`src/sv/message_fifo_with_type_removal_unit_assert.svh`:
```
// ----------------------------------------------------------------------------
// Assertion macros for the message queue
// Each macro expects clk and rst_n in scope.
// ----------------------------------------------------------------------------
`ifndef MESSAGE_FIFO_WITH_TYPE_REMOVAL_UNIT_ASSERT_SVH
`define MESSAGE_FIFO_WITH_TYPE_REMOVAL_UNIT_ASSERT_SVH

// cond must never hold
`define MFQ_ASSERT_NEVER(label, cond, msg) \
    label: assert property (@(posedge clk) disable iff (!rst_n) !(cond)) else $error(msg);

// ante implies cons in the same cycle
`define MFQ_ASSERT_IMPLIES(label, ante, cons, msg) \
    label: assert property (@(posedge clk) disable iff (!rst_n) (ante) |-> (cons)) \
        else $error(msg);

// ante implies cons in the next cycle
`define MFQ_ASSERT_NEXT(label, ante, cons, msg) \
    label: assert property (@(posedge clk) disable iff (!rst_n) (ante) |=> (cons)) \
        else $error(msg);

`endif

```
`src/sv/mfq_pkg.sv`:
```
// ----------------------------------------------------------------------------
// mfq_pkg
// Types, codes and pointer helpers shared by the message queue modules.
// ----------------------------------------------------------------------------
package mfq_pkg;

    localparam int QUEUE_DEPTH = 16;
    localparam int IDX_W       = (QUEUE_DEPTH > 1) ? $clog2(QUEUE_DEPTH) : 1;
    localparam int CNT_W       = $clog2(QUEUE_DEPTH + 1);

    localparam logic [2:0] ACT_PUT    = 3'd0;
    localparam logic [2:0] ACT_GET    = 3'd1;
    localparam logic [2:0] ACT_REMOVE = 3'd2;
    localparam logic [2:0] ACT_FLUSH  = 3'd3;
    localparam logic [2:0] ACT_ABORT  = 3'd4;
    localparam logic [2:0] ACT_START  = 3'd5;

    localparam logic [1:0] ST_OK      = 2'd0;
    localparam logic [1:0] ST_EMPTY   = 2'd1;
    localparam logic [1:0] ST_ABORTED = 2'd2;
    localparam logic [1:0] ST_FULL    = 2'd3;

    typedef struct packed {
        logic [2:0]         action;
        logic [15:0]        msg_type;
        logic signed [31:0] arg_one;
        logic signed [31:0] arg_two;
        logic               wait_if_empty;
    } in_item_t;

    typedef struct packed {
        logic [1:0]         status;
        logic               delivered;
        logic [15:0]        out_type;
        logic signed [31:0] out_arg_one;
        logic signed [31:0] out_arg_two;
        logic [4:0]         queued_count;
    } out_item_t;

    typedef struct packed {
        logic [15:0]        msg_type;
        logic signed [31:0] arg_one;
        logic signed [31:0] arg_two;
    } entry_t;

    typedef enum logic [3:0] {
        OP_NONE,
        OP_RES_STATUS,
        OP_DELIVER,
        OP_ENQUEUE,
        OP_GET_ISSUE,
        OP_GET_TAKE,
        OP_PARK,
        OP_FLUSH,
        OP_ABORT,
        OP_RM_START,
        OP_RM_READ,
        OP_RM_CHECK,
        OP_RM_END
    } op_t;

    typedef struct packed {
        op_t        op;
        logic [1:0] res_status;
        logic       clear_abort;
        logic       take_item;
        logic       emit;
    } dp_cmd_t;

    typedef struct packed {
        logic [2:0] action;
        logic       wait_if_empty;
        logic       aborted;
        logic       waiting;
        logic       empty;
        logic       full;
        logic       rm_done;
        logic       out_free;
    } dp_sts_t;

    // (base + off) mod QUEUE_DEPTH, with base < QUEUE_DEPTH and off <= QUEUE_DEPTH
    function automatic logic [IDX_W-1:0] wrap_add(logic [IDX_W-1:0] base,
                                                  logic [CNT_W-1:0] off);
        logic [CNT_W:0] sum;
        sum = (CNT_W+1)'(base) + (CNT_W+1)'(off);
        if (sum >= (CNT_W+1)'(QUEUE_DEPTH))
        begin
            sum = sum - (CNT_W+1)'(QUEUE_DEPTH);
        end
        return sum[IDX_W-1:0];
    endfunction

endpackage

```
`src/sv/message_fifo_with_type_removal_unit.sv`:
```
// ----------------------------------------------------------------------------
// message_fifo_with_type_removal_unit
// Bounded message queue with abort, one parked reader and removal by type.
//
// channel  handshake              payload      role
// cmd      cmd_valid / cmd_stall  cmd_item     request transactions in
// rsp      rsp_valid / rsp_stall  rsp_item     result transactions out
// cfg      cfg_valid / cfg_ready  cfg_data     flush_type register write
//
// One transaction at a time. Put, start, flush, abort and rejected requests
// go from accept through S_EXEC to S_RESP; get with data passes S_GET_READ
// on the way; a parked get returns to idle with no result; remove loops
// S_RM_READ and S_RM_CHECK, one store read and one compare/write per message.
// Reset leaves the queue empty and aborted. A stalled result sits in the
// output register; the next request is taken meanwhile, and its own result
// waits until that register frees up.
// ----------------------------------------------------------------------------
module message_fifo_with_type_removal_unit
(
    input  logic               clk,
    input  logic               rst_n,
    input  logic               cmd_valid,
    output logic               cmd_stall,
    input  mfq_pkg::in_item_t  cmd_item,
    output logic               rsp_valid,
    input  logic               rsp_stall,
    output mfq_pkg::out_item_t rsp_item,
    input  logic               cfg_valid,
    output logic               cfg_ready,
    input  logic [15:0]        cfg_data
);

    mfq_pkg::dp_cmd_t dp_cmd;
    mfq_pkg::dp_sts_t dp_sts;

    assign cfg_ready = 1'b1;

    mfq_ctrl u_ctrl
    (
        .clk       (clk),
        .rst_n     (rst_n),
        .cmd_valid (cmd_valid),
        .cmd_stall (cmd_stall),
        .sts       (dp_sts),
        .cmd       (dp_cmd)
    );

    mfq_datapath u_datapath
    (
        .clk       (clk),
        .rst_n     (rst_n),
        .cmd_item  (cmd_item),
        .cfg_valid (cfg_valid && cfg_ready),
        .cfg_data  (cfg_data),
        .cmd       (dp_cmd),
        .sts       (dp_sts),
        .rsp_valid (rsp_valid),
        .rsp_stall (rsp_stall),
        .rsp_item  (rsp_item)
    );

`include "message_fifo_with_type_removal_unit_assert.svh"

    `MFQ_ASSERT_NEVER(a_reader_with_data, dp_sts.waiting && !dp_sts.empty, "reader parked while queue holds data")
    `MFQ_ASSERT_NEXT(a_busy_after_accept, cmd_valid && !cmd_stall, cmd_stall, "accepted transaction did not start work")
    `MFQ_ASSERT_IMPLIES(a_delivery_ok, rsp_valid && rsp_item.delivered, rsp_item.status == mfq_pkg::ST_OK, "delivered message with error status")

endmodule

```
`src/sv/mfq_datapath.sv`:
```
// ----------------------------------------------------------------------------
// mfq_datapath
// Message store, queue pointers, flags, result staging and output register.
// ----------------------------------------------------------------------------
module mfq_datapath
(
    input  logic               clk,
    input  logic               rst_n,
    input  mfq_pkg::in_item_t  cmd_item,
    input  logic               cfg_valid,
    input  logic [15:0]        cfg_data,
    input  mfq_pkg::dp_cmd_t   cmd,
    output mfq_pkg::dp_sts_t   sts,
    output logic               rsp_valid,
    input  logic               rsp_stall,
    output mfq_pkg::out_item_t rsp_item
);

    mfq_pkg::entry_t             mem [mfq_pkg::QUEUE_DEPTH];
    mfq_pkg::entry_t             rd_reg;
    mfq_pkg::in_item_t           item_reg;
    mfq_pkg::out_item_t          res_reg;
    mfq_pkg::out_item_t          res_next;
    mfq_pkg::out_item_t          out_reg;
    mfq_pkg::out_item_t          out_next;
    logic                        out_valid_reg;
    logic [15:0]                 flush_type_reg;
    logic [mfq_pkg::IDX_W-1:0]   head_reg;
    logic [mfq_pkg::CNT_W-1:0]   count_reg;
    logic [mfq_pkg::CNT_W-1:0]   rd_cnt_reg;
    logic [mfq_pkg::CNT_W-1:0]   wr_cnt_reg;
    logic                        abort_reg;
    logic                        waiting_reg;

    mfq_pkg::entry_t             offer_msg;
    logic                        wr_en;
    logic [mfq_pkg::IDX_W-1:0]   wr_addr;
    mfq_pkg::entry_t             wr_data;
    logic                        rd_en;
    logic [mfq_pkg::IDX_W-1:0]   rd_addr;
    logic                        rm_match;
    logic                        out_free;

    always_comb
    begin
        if (item_reg.action == mfq_pkg::ACT_START)
        begin
            offer_msg.msg_type = flush_type_reg;
            offer_msg.arg_one  = '0;
            offer_msg.arg_two  = '0;
        end
        else
        begin
            offer_msg.msg_type = item_reg.msg_type;
            offer_msg.arg_one  = item_reg.arg_one;
            offer_msg.arg_two  = item_reg.arg_two;
        end
    end

    assign rm_match = (rd_reg.msg_type == item_reg.msg_type);
    assign out_free = !out_valid_reg || !rsp_stall;

    always_comb
    begin
        wr_en   = 1'b0;
        wr_addr = mfq_pkg::wrap_add(head_reg, count_reg);
        wr_data = offer_msg;
        rd_en   = 1'b0;
        rd_addr = head_reg;
        unique case (cmd.op)
            mfq_pkg::OP_ENQUEUE:
            begin
                wr_en = 1'b1;
            end
            mfq_pkg::OP_GET_ISSUE:
            begin
                rd_en = 1'b1;
            end
            mfq_pkg::OP_RM_READ:
            begin
                rd_en   = 1'b1;
                rd_addr = mfq_pkg::wrap_add(head_reg, rd_cnt_reg);
            end
            mfq_pkg::OP_RM_CHECK:
            begin
                wr_en   = !rm_match;
                wr_addr = mfq_pkg::wrap_add(head_reg, wr_cnt_reg);
                wr_data = rd_reg;
            end
            default:
            begin
            end
        endcase
    end

    always_ff @(posedge clk)
    begin
        if (wr_en)
        begin
            mem[wr_addr] <= wr_data;
        end
        if (rd_en)
        begin
            rd_reg <= mem[rd_addr];
        end
    end

    always_ff @(posedge clk or negedge rst_n)
    begin
        if (!rst_n)
        begin
            flush_type_reg <= '0;
        end
        else if (cfg_valid)
        begin
            flush_type_reg <= cfg_data;
        end
    end

    always_comb
    begin
        res_next = res_reg;
        if (cmd.op != mfq_pkg::OP_NONE)
        begin
            res_next        = '0;
            res_next.status = cmd.res_status;
            if (cmd.op == mfq_pkg::OP_DELIVER)
            begin
                res_next.delivered   = 1'b1;
                res_next.out_type    = offer_msg.msg_type;
                res_next.out_arg_one = offer_msg.arg_one;
                res_next.out_arg_two = offer_msg.arg_two;
            end
            else if (cmd.op == mfq_pkg::OP_GET_TAKE)
            begin
                res_next.delivered   = 1'b1;
                res_next.out_type    = rd_reg.msg_type;
                res_next.out_arg_one = rd_reg.arg_one;
                res_next.out_arg_two = rd_reg.arg_two;
            end
            else if (cmd.op == mfq_pkg::OP_ABORT)
            begin
                res_next.status = waiting_reg ? mfq_pkg::ST_ABORTED : mfq_pkg::ST_OK;
            end
        end
    end

    always_comb
    begin
        out_next              = res_reg;
        out_next.queued_count = 5'(count_reg);
    end

    always_ff @(posedge clk)
    begin
        if (cmd.take_item)
        begin
            item_reg <= cmd_item;
        end
        res_reg <= res_next;
        if (cmd.emit)
        begin
            out_reg <= out_next;
        end
    end

    always_ff @(posedge clk or negedge rst_n)
    begin
        if (!rst_n)
        begin
            head_reg      <= '0;
            count_reg     <= '0;
            rd_cnt_reg    <= '0;
            wr_cnt_reg    <= '0;
            abort_reg     <= 1'b1;
            waiting_reg   <= 1'b0;
            out_valid_reg <= 1'b0;
        end
        else
        begin
            if (cmd.clear_abort)
            begin
                abort_reg <= 1'b0;
            end
            unique case (cmd.op)
                mfq_pkg::OP_DELIVER:
                begin
                    waiting_reg <= 1'b0;
                end
                mfq_pkg::OP_ENQUEUE:
                begin
                    count_reg <= count_reg + 1'b1;
                end
                mfq_pkg::OP_GET_TAKE:
                begin
                    head_reg  <= mfq_pkg::wrap_add(head_reg, mfq_pkg::CNT_W'(1));
                    count_reg <= count_reg - 1'b1;
                end
                mfq_pkg::OP_PARK:
                begin
                    waiting_reg <= 1'b1;
                end
                mfq_pkg::OP_FLUSH:
                begin
                    count_reg <= '0;
                end
                mfq_pkg::OP_ABORT:
                begin
                    abort_reg   <= 1'b1;
                    waiting_reg <= 1'b0;
                end
                mfq_pkg::OP_RM_START:
                begin
                    rd_cnt_reg <= '0;
                    wr_cnt_reg <= '0;
                end
                mfq_pkg::OP_RM_CHECK:
                begin
                    rd_cnt_reg <= rd_cnt_reg + 1'b1;
                    if (!rm_match)
                    begin
                        wr_cnt_reg <= wr_cnt_reg + 1'b1;
                    end
                end
                mfq_pkg::OP_RM_END:
                begin
                    count_reg <= wr_cnt_reg;
                end
                default:
                begin
                end
            endcase
            if (cmd.emit)
            begin
                out_valid_reg <= 1'b1;
            end
            else if (!rsp_stall)
            begin
                out_valid_reg <= 1'b0;
            end
        end
    end

    assign sts.action        = item_reg.action;
    assign sts.wait_if_empty = item_reg.wait_if_empty;
    assign sts.aborted       = abort_reg;
    assign sts.waiting       = waiting_reg;
    assign sts.empty         = (count_reg == '0);
    assign sts.full          = (count_reg >= mfq_pkg::CNT_W'(mfq_pkg::QUEUE_DEPTH));
    assign sts.rm_done       = (rd_cnt_reg == count_reg);
    assign sts.out_free      = out_free;

    assign rsp_valid = out_valid_reg;
    assign rsp_item  = out_reg;

endmodule

```
`src/sv/mfq_ctrl.sv`:
```
// ----------------------------------------------------------------------------
// mfq_ctrl
// Sequencer: decodes one transaction and steps the datapath through it.
// ----------------------------------------------------------------------------
module mfq_ctrl
(
    input  logic             clk,
    input  logic             rst_n,
    input  logic             cmd_valid,
    output logic             cmd_stall,
    input  mfq_pkg::dp_sts_t sts,
    output mfq_pkg::dp_cmd_t cmd
);

    typedef enum logic [2:0] {
        S_IDLE,
        S_EXEC,
        S_GET_READ,
        S_RM_READ,
        S_RM_CHECK,
        S_RESP
    } state_t;

    state_t state_reg;
    state_t state_next;

    always_ff @(posedge clk or negedge rst_n)
    begin
        if (!rst_n)
        begin
            state_reg <= S_IDLE;
        end
        else
        begin
            state_reg <= state_next;
        end
    end

    assign cmd_stall = (state_reg != S_IDLE);

    always_comb
    begin
        state_next      = state_reg;
        cmd.op          = mfq_pkg::OP_NONE;
        cmd.res_status  = mfq_pkg::ST_OK;
        cmd.clear_abort = 1'b0;
        cmd.take_item   = 1'b0;
        cmd.emit        = 1'b0;
        unique case (state_reg)
            S_IDLE:
            begin
                if (cmd_valid)
                begin
                    cmd.take_item = 1'b1;
                    state_next    = S_EXEC;
                end
            end
            S_EXEC:
            begin
                state_next = S_RESP;
                priority if (sts.action == mfq_pkg::ACT_PUT ||
                             sts.action == mfq_pkg::ACT_START)
                begin
                    if (sts.action == mfq_pkg::ACT_PUT && sts.aborted)
                    begin
                        cmd.op         = mfq_pkg::OP_RES_STATUS;
                        cmd.res_status = mfq_pkg::ST_ABORTED;
                    end
                    else
                    begin
                        cmd.clear_abort = (sts.action == mfq_pkg::ACT_START);
                        priority if (sts.waiting)
                        begin
                            cmd.op = mfq_pkg::OP_DELIVER;
                        end
                        else if (sts.full)
                        begin
                            cmd.op         = mfq_pkg::OP_RES_STATUS;
                            cmd.res_status = mfq_pkg::ST_FULL;
                        end
                        else
                        begin
                            cmd.op = mfq_pkg::OP_ENQUEUE;
                        end
                    end
                end
                else if (sts.action == mfq_pkg::ACT_GET)
                begin
                    priority if (sts.aborted)
                    begin
                        cmd.op         = mfq_pkg::OP_RES_STATUS;
                        cmd.res_status = mfq_pkg::ST_ABORTED;
                    end
                    else if (!sts.empty)
                    begin
                        cmd.op     = mfq_pkg::OP_GET_ISSUE;
                        state_next = S_GET_READ;
                    end
                    else if (sts.wait_if_empty && !sts.waiting)
                    begin
                        cmd.op     = mfq_pkg::OP_PARK;
                        state_next = S_IDLE;
                    end
                    else
                    begin
                        cmd.op         = mfq_pkg::OP_RES_STATUS;
                        cmd.res_status = mfq_pkg::ST_EMPTY;
                    end
                end
                else if (sts.action == mfq_pkg::ACT_REMOVE)
                begin
                    if (sts.aborted)
                    begin
                        cmd.op         = mfq_pkg::OP_RES_STATUS;
                        cmd.res_status = mfq_pkg::ST_ABORTED;
                    end
                    else
                    begin
                        cmd.op     = mfq_pkg::OP_RM_START;
                        state_next = S_RM_READ;
                    end
                end
                else if (sts.action == mfq_pkg::ACT_FLUSH)
                begin
                    cmd.op = mfq_pkg::OP_FLUSH;
                end
                else if (sts.action == mfq_pkg::ACT_ABORT)
                begin
                    cmd.op = mfq_pkg::OP_ABORT;
                end
                else
                begin
                    state_next = S_IDLE;
                end
            end
            S_GET_READ:
            begin
                cmd.op     = mfq_pkg::OP_GET_TAKE;
                state_next = S_RESP;
            end
            S_RM_READ:
            begin
                if (sts.rm_done)
                begin
                    cmd.op     = mfq_pkg::OP_RM_END;
                    state_next = S_RESP;
                end
                else
                begin
                    cmd.op     = mfq_pkg::OP_RM_READ;
                    state_next = S_RM_CHECK;
                end
            end
            S_RM_CHECK:
            begin
                cmd.op     = mfq_pkg::OP_RM_CHECK;
                state_next = S_RM_READ;
            end
            S_RESP:
            begin
                if (sts.out_free)
                begin
                    cmd.emit   = 1'b1;
                    state_next = S_IDLE;
                end
            end
            default:
            begin
                state_next = S_IDLE;
            end
        endcase
    end

endmodule
```
`config.mk`:
```
export PLATFORM = sky130hd
export DESIGN_NAME = message_fifo_with_type_removal_unit
export DESIGN_NICKNAME = d
export VERILOG_FILES = /design/src/sv/mfq_pkg.sv /design/src/sv/message_fifo_with_type_removal_unit.sv /design/src/sv/mfq_datapath.sv /design/src/sv/mfq_ctrl.sv
export VERILOG_INCLUDE_DIRS = /design/src /design/src/sv
export SDC_FILE = /design/constraint.sdc
export NUM_CORES = 2
export LEC_CHECK = 0
export ABC_AREA = 1
export BUFFER_PORTS_ARGS = -buffer_cell sky130_fd_sc_hd__clkbuf_2
export CAP_MARGIN = 20
export CELL_PAD_IN_SITES_DETAIL_PLACEMENT = 0
export CELL_PAD_IN_SITES_GLOBAL_PLACEMENT = 1
export CORE_AREA = 2 2 381 383
export DETAILED_ROUTE_END_ITERATION = 6
export DIE_AREA = 0 0 383 385
export PLACE_DENSITY_LB_ADDON = 0.1
export SLEW_MARGIN = 25
export SYNTH_ARGS = -nofsm -noshare
export SYNTH_HDL_FRONTEND = slang
export SYNTH_SLANG_ARGS = --single-unit
```
`constraint.sdc`:
```
create_clock -name clk -period 7.6 [get_ports clk]
set_input_delay 0 -clock clk [delete_from_list [all_inputs] [get_ports clk]]
set_output_delay 0 -clock clk [all_outputs]
set_load 0.005 [all_outputs]
```
* Word-level counts from Yosys, hierarchy flattened
Memory sizes are Yosys's and may differ from the RTL's. A register that Yosys moved wholly into a read port is not among the register bits.
Index checks and enable logic that the tools add are counted.
** Storage, ports and cells
- Register bits :: 296
- Bits in writable memories :: 1280
- Input port bits :: 105
- Output and inout port bits :: 91
- Word-level logic and storage cells :: 158
- Memories kept :: 1
** Memory list
- u_datapath.mem :: words 16, bits a word 80, read ports 1, clocked after memory_dff 1, wr ports 1, line mfq_datapath.sv:19 : mfq_pkg::entry_t mem [mfq_pkg::QUEUE_DEPTH];
** Operators by class
- Add/subtract/negate cells :: 12
- Magnitude comparators :: 5
- Eq/ne operators :: 27
- Mux-type cells :: 67
- Reduce and logical (&&, ||, !) cells :: 21
** Operators by type and width (number)
- 80-bit 2-to-1 mux :: 3
- 81-bit 2-to-1 mux :: 1
- 3-bit 2-to-1 mux :: 15
- 4-bit 2-to-1 mux :: 11
- 6-bit 2-to-1 mux :: 4
- 4-bit equality test, second input constant :: 5
- 2-bit 2-to-1 mux :: 10
- 5-bit case mux with 2 select lines :: 2
- 5-bit case mux with 4 select lines :: 1
- 4-bit by 5-bit adder with 6-bit output :: 3
- 6-bit by 5-bit >= comparator with 1-bit output, second input constant :: 3
- 3-bit case mux with 6 select lines :: 1
- 16-bit equality test :: 1
- 4-bit by 3-bit equality test with 1-bit output, second input constant :: 4
- 4-bit case mux with 4 select lines :: 1
- 4-bit by 1-bit subtractor with 4-bit output, second input constant :: 4
- 5-bit by 1-bit adder with 5-bit output, second input constant :: 3
- 1-bit 2-to-1 mux :: 15
- 3-bit by 2-bit equality test with 1-bit output, second input constant :: 4
- 3-bit equality test, second input constant :: 4
- 5-bit >= comparator, second input constant :: 2
- 4-bit by 2-bit equality test with 1-bit output, second input constant :: 2
- 4-bit nonzero test :: 2
- 3-bit by 1-bit equality test with 1-bit output, second input constant :: 2
- other kinds (16) :: 29

* Logic depth before layout (Yosys ltp)
- Word-level depth :: 12
- Depth in mapped cells :: 16
- Gate-level depth less buffers :: 14

* By module
A second synthesis with hierarchy kept.
** Unflattened totals
- Cell total of the unflattened synthesis :: 6486
- Area, all modules :: 70767.9 um^2
** By module, submodules not included
- mfq_datapath :: instances 1, cells each 6382, area each 70227.4 um^2, sequential area each 49448.7 um^2
- mfq_ctrl :: instances 1, cells each 102, area each 529.3 um^2, sequential area each 75.1 um^2
- message_fifo_with_type_removal_unit :: instances 1, cells each 2, area each 11.3 um^2, sequential area each 0.0 um^2

* Worst setup path after synthesis
Ideal clock, no wire load.
- Kind :: register to register
- From :: reg u_ctrl.state_reg[1]
- To :: mem u_datapath.mem[5][0] in the netlist's numbering, enable pin
- Setup time :: 0.519 ns
- Arrival :: 5.819 ns
- Required time :: 7.081 ns
- Path slack :: 1.262 ns
- Stages on the path, launching flop included :: 15
- Path buffers :: 2
- Clock period less this slack :: 6.338 ns
- Cell sequence :: dfrtp_1 > nor2_1 > nand2_1 > inv_1 > buf_2 > clkbuf_1 > o21bai_1 > inv_1 > ha_1 > inv_1 > fa_1 > xor2_1 > nor2_1 > inv_1 > nor2_1
** Between the ends
- Longest elaborated chain between the ends :: 6
- Elaborated cells between the ends (all ways) :: 11
- Classes of those cells :: eq/ne (6); mux (5)
** RTL lines
- start: declaration :: line mfq_ctrl.sv:24 : state_t state_reg;
- start signal: assignment :: line mfq_ctrl.sv:35 : state_reg <= state_next;
- 3-bit equality test, or another cell as far along :: line mfq_ctrl.sv:49 : unique case (state_reg)
- 4-bit case mux with 4 select lines (*) :: line mfq_ctrl.sv:49
- 4-bit equality test / 4-bit by 2-bit equality test with 1-bit output (equally long branches) :: line mfq_datapath.sv:70 : unique case (cmd.op)
- 1-bit case mux with 2 select lines :: line mfq_datapath.sv:70
- 1-bit 2-to-1 mux :: line mfq_datapath.sv:98 : if (wr_en)
- 1-bit 2-to-1 mux (not written as such) :: line mfq_datapath.sv:100 : mem[wr_addr] <= wr_data;
- end: declaration :: line mfq_datapath.sv:19
Every way passes the cells marked *; elsewhere a longest branch is shown, timed or not.

* Worst setup path in the final report
- From :: reg u_ctrl.state_reg[1]
- To :: mem u_datapath.mem[1][39] in the netlist's numbering, enable pin
Same word-level chain as after synthesis.

==> results_tabular.tex <==
\begin{tabular}{lr}
\hline
Metric & Value \\
\hline
\multicolumn{2}{l}{\textbf{Outcome}} \\
Run status & finished clean \\
\multicolumn{2}{l}{\textbf{Cells and area}} \\
Highest-count cells in the layout ignoring fill and taps & sky130\_fd\_sc\_hd\_\_edfxtp\_1, sky130\_fd\_sc\_hd\_\_nand3\_1, sky130\_fd\_sc\_hd\_\_inv\_1 \\
FILL cells & 11,921 \\
Fraction of layout cells with a size suffix above 1 & 0.08809 \\
Area of all placed cells without fillers & 82,140 um2 \\
Total Nets Final & 7,095 \\
Most common cell after layout, fill and taps aside & sky130\_fd\_sc\_hd\_\_edfxtp\_1 \\
Area taken by multi-input logic gates & 15,160 um2 \\
Register name with the most flops & u\_datapath.mem \\
Diodes inserted & 0 \\
Non-Filler Instances & 9,021 \\
Area growth from synthesis to final layout & 15.43\% \\
Max reg flops & 1,280 \\
Sequential cell area in the final layout & 49,520 um2 \\
\multicolumn{2}{l}{\textbf{GRT}} \\
Initial antenna violation count & 0 \\
Via count of the first global-routing pass & 46,155 \\
Largest net degree at the start of global routing & 155 \\
Wire length of the first global-routing pass & 290.1 mm \\
GRT overflow & 0 \\
All-Layer GR Usage & 0.2623 \\
\multicolumn{2}{l}{\textbf{STA}} \\
Pin slew with the least headroom to its limit & 1.162 ns \\
Fmax achieved & 214.7 MHz \\
Setup WS post-layout & 2.942 ns \\
Final setup TNS & 0 ns \\
Part of the cycle the worst path needs & 0.6129 \\
Setup Skew & 0.02817 ns \\
Final hold vios & 0 \\
Worst hold slack & 0.3529 ns \\
Setup Viol. Count Final & 0 \\
Slew Viols, Final & 0 \\
Unrepaired setup endpoints after global routing & no \\
Normalized max-slew margin & 0.2252 \\
Clock period minus worst slack & 4.658 ns \\
\multicolumn{2}{l}{\textbf{Power}} \\
Peak supply drop & 0.1816 mV \\
Leakage power of the design & 34.63 nW \\
Power Dens Cells & 220.5 nW/um2 \\
\multicolumn{2}{l}{\textbf{Clocking}} \\
Reg clk slew, reported paths & 0.06 ns \\
CTS Root Buffer Type & sky130\_fd\_sc\_hd\_\_clkbuf\_16 \\
Post-CTS setup buffers & 0 \\
Post-CTS Hold Fix Bufs & 236 \\
Post-CTS resize count & 0 \\
Number of buffers created by CTS & 177 \\
Clock tree buffer depth & 3 \\
TritonCTS clock tree & yes \\
CTS H-Tree Depth & 4 \\
CTS sink cnt & 1,656 \\
Clk Latency, worst-skew pair & 0.82 ns \\
\multicolumn{2}{l}{\textbf{Logic synthesis}} \\
Sequential cell area fraction in the yosys report & 0.6959 \\
Largest area contributor in the synthesized netlist & sky130\_fd\_sc\_hd\_\_edfxtp\_1 \\
Area share of the largest cell type after synthesis & 0.6815 \\
Syn. warnings & 0 \\
Post-synthesis cell area & 71,160 um2 \\
Number of cells produced by synthesis & 6,589 \\
Syn\_nets & 6,710 \\
EDFF count, synth & 1,615 \\
Fraction of registers with async set or reset after synthesis & 0.02476 \\
Main flop type after synthesis & sky130\_fd\_sc\_hd\_\_edfxtp\_1 \\
Unique masters post-synth & 40 \\
Seq cells post-synth & 1,656 \\
Average footprint of a synthesized cell & 10.80 um2 \\
Cell types with the largest area share after synthesis & sky130\_fd\_sc\_hd\_\_edfxtp\_1, sky130\_fd\_sc\_hd\_\_nand3\_1, sky130\_fd\_sc\_hd\_\_inv\_1 \\
\multicolumn{2}{l}{\textbf{Worst setup path}} \\
Critical path arrival & 5.09 ns \\
Data required time at the worst endpoint & 8.04 ns \\
Kind of launch point of the worst setup path & flip-flop \\
Crit-path max FO & 60 \\
Nature of the critical path endpoint & flip-flop \\
Kind of critical path & reg -> reg \\
\multicolumn{2}{l}{\textbf{Drt}} \\
DRC errors left & 0 \\
Count of antenna-violating nets left after detailed routing & 0 \\
Total wire length after detailed routing & 192.4 mm \\
DR vias/cell & 5.267 \\
WL/cell & 21.33 um \\
Detailed-route via count & 47,512 \\
DRT iter0 DRCs & 4,232 \\
Number of detailed-route iterations in the first pass & 6 \\
\multicolumn{2}{l}{\textbf{Worst hold path}} \\
Path type of the worst min-delay path & in -> reg \\
\multicolumn{2}{l}{\textbf{Placed design}} \\
HPWL after DPL & 91.63 mm \\
Placed Area & 74,400 um2 \\
Gp weighted congestion & 0.7909 \\
Number of port buffers & 194 \\
Worst slack at placement & 2.930 ns \\
Number of instances in the placed design & 8,461 \\
\multicolumn{2}{l}{\textbf{Flow run}} \\
Number of max-cap violations & 0 \\
\multicolumn{2}{l}{\textbf{Floorplanning}} \\
Number of rows created at floorplan & 139 \\
Die ar. & 147,500 um2 \\
Initial core utilization & 0.4972 \\
Top-Level Pins & 196 \\
Core box area & 143,100 um2 \\
Floorplan die height & 385 um \\
Width of the chip & 383 um \\
\hline
\end{tabular}
==> synthesized netlist by cell type (all sizes together) (2+ instances only) <==
cell type  count
nor2          56
xor2          18
buf          269
o32ai          2
edfxtp      1615
nand3       1551
o22ai          6
nor3           6
a21oi         10
nand4          9
nand2       1317
fa             3
ha            13
dfrtp         40
inv         1357
o21ai        202
clkbuf        86
mux2           4
xnor2         17
==> metrics by stage <==
step / util / total power, W
floorplan: - / 0.01011
global placement: 0.5195 / 0.01015
detailed placement: 0.5198 / 0.01015
CTS: 0.5736 / 0.01825
global route: 0.5739 / 0.01861
finish: 0.5739 / 0.01811
==> cell type report <==
class,instances,share of cell area
clock buffer,228,0.05736
clock inverter,95,0.007616
sequential,1656,0.6029
tap,1903,0.02899
multi-input combinational,3221,0.1845
timing repair buffer,561,0.05645
inverter,1357,0.06216
==> layer usage <==
metal	vias up	part of all wire	global-route usage
li1	22531	-	-
met1	23134	0.44	0.3658
met2	1566	0.48	0.4335
met3	281	0.061	0.03546
met4	0	0.022	0.07269
met5	-	0	0
==> kinds of logic (layout without fill, tap and decap cells) <==
| group | Yosys count | in the layout | share of synthesized area |
|---|---|---|---|
| adder cells (fa/ha/maj) | 16 | 16 | 0.003130 |
| AO/OA/AOI/OAI | 225 | 225 | 0.01637 |
| AND/OR/NAND/NOR | 2940 | 2940 | 0.1836 |
| buffers and inverters | 1712 | 2241 | 0.09582 |
| multiplexers | 4 | 4 | 0.0006329 |
| flip-flops | 1656 | 1656 | 0.6959 |
| other | 1 | 1 | 0.00005270 |
| XOR/XNOR | 35 | 35 | 0.004413 |
==> power breakdown <==
part           switching [W]  leakage (nW)  internal [W]
logic              0.0000468          16.3      0.000109
clock network        0.00351          2.62       0.00453
registers         0.00000713          15.7       0.00990
total                0.00357          34.6        0.0145
==> worst max-delay path: stages, from the launching register on <==
cell and delay, ns:
sky130_fd_sc_hd__dfrtp_1 0.43, sky130_fd_sc_hd__nor2_1 0.24, sky130_fd_sc_hd__nand2_1 0.46, sky130_fd_sc_hd__inv_6 0.35
sky130_fd_sc_hd__o21bai_1 0.09, sky130_fd_sc_hd__inv_1 0.07, sky130_fd_sc_hd__ha_1 0.16, sky130_fd_sc_hd__inv_1 0.06
sky130_fd_sc_hd__fa_1 0.56, sky130_fd_sc_hd__nand3_1 0.33, sky130_fd_sc_hd__nor2_4 0.89, sky130_fd_sc_hd__buf_12 0.53
==> worst paths after layout <==
kind                                         start                            end  slack, ns  depth (start not counted)
hold reg to reg            u_datapath.out_next[87]        u_datapath.rsp_item[87]       0.42                          0
hold / removal                           cfg_valid  u_datapath.flush_type_reg[15]       0.35                          3
setup reg to reg               u_ctrl.state_reg[1]          u_datapath.mem[1][39]       2.94                         11
max in group asynchronous                    rst_n        u_datapath.count_reg[2]       6.82                          4
min in group asynchronous                    rst_n   u_datapath.flush_type_reg[9]       0.36                          4
setup / recovery               u_ctrl.state_reg[1]          u_datapath.mem[1][39]       2.94                         11
(Power assumes the default switching activity.)
